==> src/rtl/lcdsf_pkg.sv <==
// Package for the LCD serial framer: frame type, header codes and the font table.
`timescale 1ns / 1ps

package lcdsf_pkg;

	localparam int FRAME_BITS = 25;
	localparam int LEN_BITS   = 5;

	localparam logic [1:0] OP_COMMAND = 2'd0;
	localparam logic [1:0] OP_WRITE   = 2'd1;
	localparam logic [1:0] OP_CHAR    = 2'd2;

	localparam logic [2:0] HDR_COMMAND = 3'b100;
	localparam logic [2:0] HDR_WRITE   = 3'b101;
	localparam logic [5:0] BASE_ADDR   = 6'h24;
	localparam logic [2:0] MAX_NIBBLES = 3'd4;
	localparam logic [7:0] FONT_FIRST  = 8'h20;

	typedef struct packed {
		logic [FRAME_BITS-1:0] bits;
		logic [LEN_BITS-1:0]   len;
	} frame_t;

	localparam logic [15:0] GLYPHS [96] = '{
		16'h0000, 16'h0220, 16'h0060, 16'hC621, 16'hDA3D, 16'hD3AD, 16'hBC2A, 16'h0020,
		16'h0082, 16'h2100, 16'hA3A3, 16'h8221, 16'h0100, 16'h8001, 16'h020D, 16'h0180,
		16'h5DDC, 16'h00C4, 16'h9C59, 16'h185D, 16'hC045, 16'hD81A, 16'hDC1D, 16'h1190,
		16'hDC5D, 16'hD85D, 16'h4400, 16'h0120, 16'h8082, 16'h8809, 16'h2101, 16'h1251,
		16'h5CD9, 16'hD455, 16'h1A7D, 16'h5C18, 16'h1A7C, 16'hDC18, 16'hD410, 16'h5C1D,
		16'hC445, 16'h1A38, 16'h0C4C, 16'hC482, 16'h4C08, 16'h64C4, 16'h6446, 16'h5C5C,
		16'hD451, 16'h5C5E, 16'hD453, 16'hD81D, 16'h1230, 16'h4C4C, 16'h4580, 16'h4546,
		16'h2182, 16'hC241, 16'h1998, 16'h0238, 16'h2002, 16'h1A20, 16'h0102, 16'h0808,
		16'h2000, 16'hAE08, 16'hCE00, 16'h8C00, 16'h8E20, 16'h8D00, 16'h8231, 16'hDA20,
		16'hC600, 16'h0200, 16'h0E20, 16'h02A2, 16'h0228, 16'h8605, 16'h0205, 16'h8E00,
		16'hE400, 16'h00C5, 16'h8400, 16'hDA00, 16'hCC00, 16'h0E00, 16'h0500, 16'h0506,
		16'h2182, 16'h2280, 16'h8900, 16'hB900, 16'h4400, 16'h009B, 16'h8181, 16'h0000
	};

endpackage

==> src/rtl/lcdsf_frame_build.sv <==
// Frame builder: turns one request into a left-aligned bit frame and its length.
`timescale 1ns / 1ps

module lcdsf_frame_build #(
	parameter int NUM_POSITIONS = 10
) (
	input  logic [1:0]  operation,
	input  logic [7:0]  command_code,
	input  logic [5:0]  address,
	input  logic [15:0] write_data,
	input  logic [2:0]  nibble_count,
	input  logic [3:0]  position,
	input  logic [7:0]  character,
	output lcdsf_pkg::frame_t frame
);

	logic [2:0]  nib;
	logic [15:0] data_aligned;
	logic [15:0] data_rev;
	logic [15:0] glyph;
	logic [15:0] glyph_rev;
	logic [7:0]  ch;
	logic [6:0]  glyph_idx;
	logic [5:0]  char_addr;

	assign nib = (nibble_count > lcdsf_pkg::MAX_NIBBLES) ? lcdsf_pkg::MAX_NIBBLES
		: nibble_count;
	assign data_aligned = write_data << {(lcdsf_pkg::MAX_NIBBLES - nib), 2'b00};

	assign ch = (character < lcdsf_pkg::FONT_FIRST || character[7])
		? lcdsf_pkg::FONT_FIRST : character;
	assign glyph_idx = ch[6:0] - lcdsf_pkg::FONT_FIRST[6:0];
	assign glyph = lcdsf_pkg::GLYPHS[glyph_idx];
	assign char_addr = lcdsf_pkg::BASE_ADDR - {position, 2'b00};

	// each nibble goes out LSB first
	always_comb begin
		for (int n = 0; n < 4; n++) begin
			for (int b = 0; b < 4; b++) begin
				data_rev[n*4 + b]  = data_aligned[n*4 + 3 - b];
				glyph_rev[n*4 + b] = glyph[n*4 + 3 - b];
			end
		end
	end

	always_comb begin
		frame.bits = '0;
		frame.len  = '0;
		unique case (operation)
			lcdsf_pkg::OP_COMMAND: begin
				frame.bits = {lcdsf_pkg::HDR_COMMAND, command_code, 1'b1, 13'b0};
				frame.len  = 5'd12;
			end
			lcdsf_pkg::OP_WRITE: begin
				frame.bits = {lcdsf_pkg::HDR_WRITE, address, data_rev};
				frame.len  = 5'd9 + {nib, 2'b00};
			end
			lcdsf_pkg::OP_CHAR: begin
				frame.bits = {lcdsf_pkg::HDR_WRITE, char_addr, glyph_rev};
				frame.len  = ({28'd0, position} < NUM_POSITIONS) ? 5'd25 : 5'd0;
			end
			default: begin
				frame.bits = '0;
				frame.len  = '0;
			end
		endcase
	end

endmodule

==> src/rtl/lcdsf_shifter.sv <==
// Bit shifter: holds one frame and sends it one wire bit per accepted output.
`timescale 1ns / 1ps

module lcdsf_shifter (
	input  logic              clk,
	input  logic              arst_n,
	input  logic              load,
	input  lcdsf_pkg::frame_t frame,
	input  logic              bit_stall,
	output logic              busy,
	output logic              bit_valid,
	output logic              data_bit,
	output logic              last_bit
);

	logic [lcdsf_pkg::FRAME_BITS-1:0] frame_q;
	logic [lcdsf_pkg::LEN_BITS-1:0]   count_q;
	logic                             bit_take;

	assign bit_valid = (count_q != '0);
	assign data_bit  = frame_q[lcdsf_pkg::FRAME_BITS-1];
	assign last_bit  = (count_q == 5'd1);
	assign bit_take  = bit_valid && !bit_stall;
	// free once the final bit leaves in this cycle
	assign busy      = (count_q > 5'd1) || (last_bit && bit_stall);

	always_ff @(posedge clk or negedge arst_n) begin
		if (!arst_n) begin
			count_q <= '0;
		end else if (load) begin
			count_q <= frame.len;
		end else if (bit_take) begin
			count_q <= count_q - 5'd1;
		end
	end

	always_ff @(posedge clk) begin
		if (load) begin
			frame_q <= frame.bits;
		end else if (bit_take) begin
			frame_q <= {frame_q[lcdsf_pkg::FRAME_BITS-2:0], 1'b0};
		end
	end

endmodule

==> src/rtl/lcd_controller_serial_framer.sv <==
// Top level of the LCD serial framer: request in, one serial wire bit per output.
// The first bit of a frame is offered in the cycle after the request is taken.
// Throughput: one bit per cycle while bit_stall is low; a frame is 0, 9 to 25 bits,
// and the single bit shifter holds off new requests until that frame has gone out;
// the next request is taken together with the last bit of the current frame.
// Reset clears the bit counter, so no bit is pending after reset.
`timescale 1ns / 1ps

module lcd_controller_serial_framer #(
	parameter int NUM_POSITIONS = 10
) (
	input  logic        clk,
	input  logic        arst_n,
	input  logic        item_valid,
	output logic        item_stall,
	input  logic [1:0]  operation,
	input  logic [7:0]  command_code,
	input  logic [5:0]  address,
	input  logic [15:0] write_data,
	input  logic [2:0]  nibble_count,
	input  logic [3:0]  position,
	input  logic [7:0]  character,
	output logic        bit_valid,
	input  logic        bit_stall,
	output logic        data_bit,
	output logic        last_bit
);

	lcdsf_pkg::frame_t frame;
	logic              busy;
	logic              load;

	assign item_stall = busy;
	assign load       = item_valid && !busy;

	lcdsf_frame_build #(
		.NUM_POSITIONS(NUM_POSITIONS)
	) u_build (
		.operation    (operation),
		.command_code (command_code),
		.address      (address),
		.write_data   (write_data),
		.nibble_count (nibble_count),
		.position     (position),
		.character    (character),
		.frame        (frame)
	);

	lcdsf_shifter u_shift (
		.clk       (clk),
		.arst_n    (arst_n),
		.load      (load),
		.frame     (frame),
		.bit_stall (bit_stall),
		.busy      (busy),
		.bit_valid (bit_valid),
		.data_bit  (data_bit),
		.last_bit  (last_bit)
	);

endmodule

==> config.mk <==
export PLATFORM = sky130hd
export DESIGN_NAME = lcd_controller_serial_framer
export DESIGN_NICKNAME = d
export VERILOG_FILES = /design/src/rtl/lcdsf_pkg.sv /design/src/rtl/lcdsf_frame_build.sv /design/src/rtl/lcdsf_shifter.sv /design/src/rtl/lcd_controller_serial_framer.sv
export SDC_FILE = /design/constraint.sdc
export NUM_CORES = 1
export LEC_CHECK = 0
export ABC_AREA = 1
export BUFFER_PORTS_ARGS = -buffer_cell sky130_fd_sc_hd__buf_4
export CAP_MARGIN = 0
export CELL_PAD_IN_SITES_DETAIL_PLACEMENT = 1
export CELL_PAD_IN_SITES_GLOBAL_PLACEMENT = 1
export CORE_AREA = 2 2 97 99
export CTS_BUF_LIST = sky130_fd_sc_hd__clkbuf_8
export DETAILED_ROUTE_END_ITERATION = 7
export DIE_AREA = 0 0 99 101
export PLACE_DENSITY = 0.88
export SLEW_MARGIN = 20
export SYNTH_ARGS = -nofsm -noshare
export SYNTH_HDL_FRONTEND = slang
export SYNTH_SLANG_ARGS = --single-unit
==> constraint.sdc <==
create_clock -name clk -period 5.22 [get_ports clk]
set_input_delay 0.522 -clock clk [delete_from_list [all_inputs] [get_ports clk]]
set_output_delay 0.522 -clock clk [all_outputs]
set_load 0.02 [all_outputs]
==> results_dict.tcl <==
set metrics [dict create \
    status "finished clean" \
    port_buffers 54 \
    vias 4851 \
    yosys.area_share.simple 0.476 \
    path_clk_slew_ns 0.09 \
    n_antenna_cell 0 \
    tritoncts "yes" \
    postSynthCellCount 669 \
    synth_area_um2 3960 \
    cts_buffers 5 \
    critPathMaxFanout 13 \
    rrSetupSlack_ns 2.29 \
    yosys.area_share.xor_xnor 0.00664 \
    start_util 0.441 \
    critical_path_depth 16 \
    grt_pass1_vias 4831 \
    num_io_pins 55 \
    yosysTopAreaCell "nand2_1" \
    synth_cell_types 37 \
    drtAntennaViolNets 0 \
    synth.top_cell.area_share 0.237 \
    crit_buf_inv 2 \
    seq_area_frac_synth 0.221 \
    clockBufferDepth 2 \
    dp.cells 805 \
    post_cts_buffers 0 \
    wl_per_cell_um 21.1 \
    nets 768 \
    grt_antenna_before_repair 0 \
    r2r_end "u_shift.frame_q[18]$_DFFE_PP_" \
    viasPerCell 5.97 \
    syn_area_per_cell_um2 5.91 \
    drt-pass1-iter-count 5 \
    grt_pass1_wl_mm 26.2 \
    cp-endpoint "u_shift.frame_q[8]$_DFFE_PP_" \
    setup_viol 0 \
    path_delay_family "simple AND/OR/NAND/NOR gates" \
    power.total_w 0.00113 \
    path_class "input port to flip-flop" \
    worstPathCellList "buf_4, inv_1, nand2_2, nand2_2, nand2_1, ha_1, nand2_1, nand3_1, nand2_1, nand2_1, nand3_1, nand3_1, nand2_1, nand2_1, nand2_1, nand2_1" \
    p_per_area_nw_per_um2 254 \
    cpMaxStageDelayCell "ha_1" \
    synth_nets 736 \
    synth_top_family_by_area "simple AND/OR/NAND/NOR gates" \
    worstMarginPinSlew_ns 1.05 \
    fin_skew_ns 0.0169 \
    maxSlewHeadroom 0.300 \
    critPathCaptureType "flip-flop" \
    hold_buffers 0 \
    grtUsageTotal 0.338 \
    layout_common_cells "250 x nand2_1, 91 x nand3_1, 59 x buf_4" \
    post_cts_resized 0 \
    htreeDepth 2 \
    cap_violations 0 \
    grt_start_max_net_pins 39 \
    slew_violations 0 \
    drt-total-wl_mm 17.1 \
    yosysWarnings 0 \
    period_share 0.620 \
    pre_cts_ws_ns 1.79 \
    hold_viol 0 \
    die_x_um 99 \
    r2r-start "u_shift.count_q[1]$_DFFE_PN0P_" \
    grt_overflow_total 0 \
    cpMostUsedCell "nand2_1" \
    startpoint_type "input port" \
    rsz0062_at_grt "false" \
    design.core.area_um2 8980 \
    reg2regPathDepth 12 \
    die_h_um 101 \
    drive_gt1_frac 0.132 \
    min_period_ns 3.24 \
    critical_path_required_ns 5.26 \
    max_freq_mhz 309 \
    clock-root-buffer "clkbuf_8" \
    ys_ff_latch 30 \
    slowest_delay_ns 0.38 \
    place_congestion 0.989 \
    hp-class "input port to asynchronous set/reset pin" \
    yosys.area_share.adder 0.0506 \
    synthToLayoutAreaGrowth_pct 12.7 \
    worstPathArrival_ns 3.28 \
    synthMuxAreaShare 0 \
    final_cells 813 \
    clk_latency_ns 0.30 \
    power_leakage_nw 2.34 \
    placementRows 35 \
    drtIter0Drc 521 \
    final_common_cell "nand2_1" \
    die_area_um2 10000 \
    worst_slack_ns 1.98 \
    worst_ir_drop_vdd_mv 0.119 \
    place_hpwl_mm 13.1 \
    synth_compound_area_frac 0.142 \
    startpoint "character[7]" \
    tns_ns 0 \
    cts_sinks 30 \
    synthTopCellsByArea "nand2_1 24%, edfxtp_1 19%, nand3_1 12%" \
    drc_errors 0 \
]
==> state kept, by name, indices dropped and copies added, names as in the netlist <==
register,cells
u_shift.frame_q,25
u_shift.count_q,5
==> routing by layer <==
metal  routed length [um]  track usage
met1                 7070        0.442
met2                 8060        0.564
met3                 1440       0.0534
met4                  551        0.120
met5                    0            0
==> cells by family after synthesis <==
family | count (synthesis)
compound gates | 101
flops | 30
xor+xnor | 3
simple gates | 434
fa+ha+maj | 16
buf+inv | 85
==> power by group <==
| group | internal, W | switching, W |
|---|---|---|
| Combinational | 0.000157 | 0.000308 |
| Clock | 0.000189 | 0.000104 |
| Sequential | 0.000336 | 0.0000343 |
==> per-stage QoR <==
step | hold slack (ns) | instance area (um2) | utilization
2_1_floorplan | 0.226 | 3960 | -
3_3_place_gp | 0.330 | 4320 | 0.482
3_5_place_dp | 0.331 | 4320 | 0.482
4_1_cts | 0.0125 | 4460 | 0.496
5_1_grt | 0.00810 | 4460 | 0.496
6_report | 0.00660 | 4460 | 0.496
==> cells in the mapped netlist, drive strengths merged <==
library cell	n
ha	16
clkbuf	6
buf	28
dfrtp	5
nand4	11
o22a	3
o211ai	1
nor3	3
a31oi	7
a221oi	1
or2	7
nand2	259
edfxtp	25
o31ai	1
clkinv	1
o21bai	1
nand3	94
nor2	60
a22o	6
xor2	1
o21ai	49
inv	50
xnor2	2
a21oi	32
==> worst min-delay path by stage <==
stage / end / slack [ns] / cells past startpoint
floorplan: u_shift.count_q[0]$_DFFE_PN0P_ / 0.23 / 0
global placement: u_shift.count_q[0]$_DFFE_PN0P_ / 0.33 / 1
detailed placement: u_shift.count_q[3]$_DFFE_PN0P_ / 0.33 / 1
CTS: u_shift.count_q[4]$_DFFE_PN0P_ / 0.01 / 1
global route: u_shift.count_q[1]$_DFFE_PN0P_ / 0.008 / 1
finish: u_shift.count_q[2]$_DFFE_PN0P_ / 0.007 / 1
==> layout make-up <==
type	instances	area (um2)
Clock inverter	3	63.8
Clock buffer	5	68.8
Fill cell	1285	4520
Multi-Input combinational cell	554	2670
Sequential cell	30	876
Timing Repair Buffer	59	443
Inverter	51	191
Tap cell	111	139
Power figures use the tool's default switching activity.
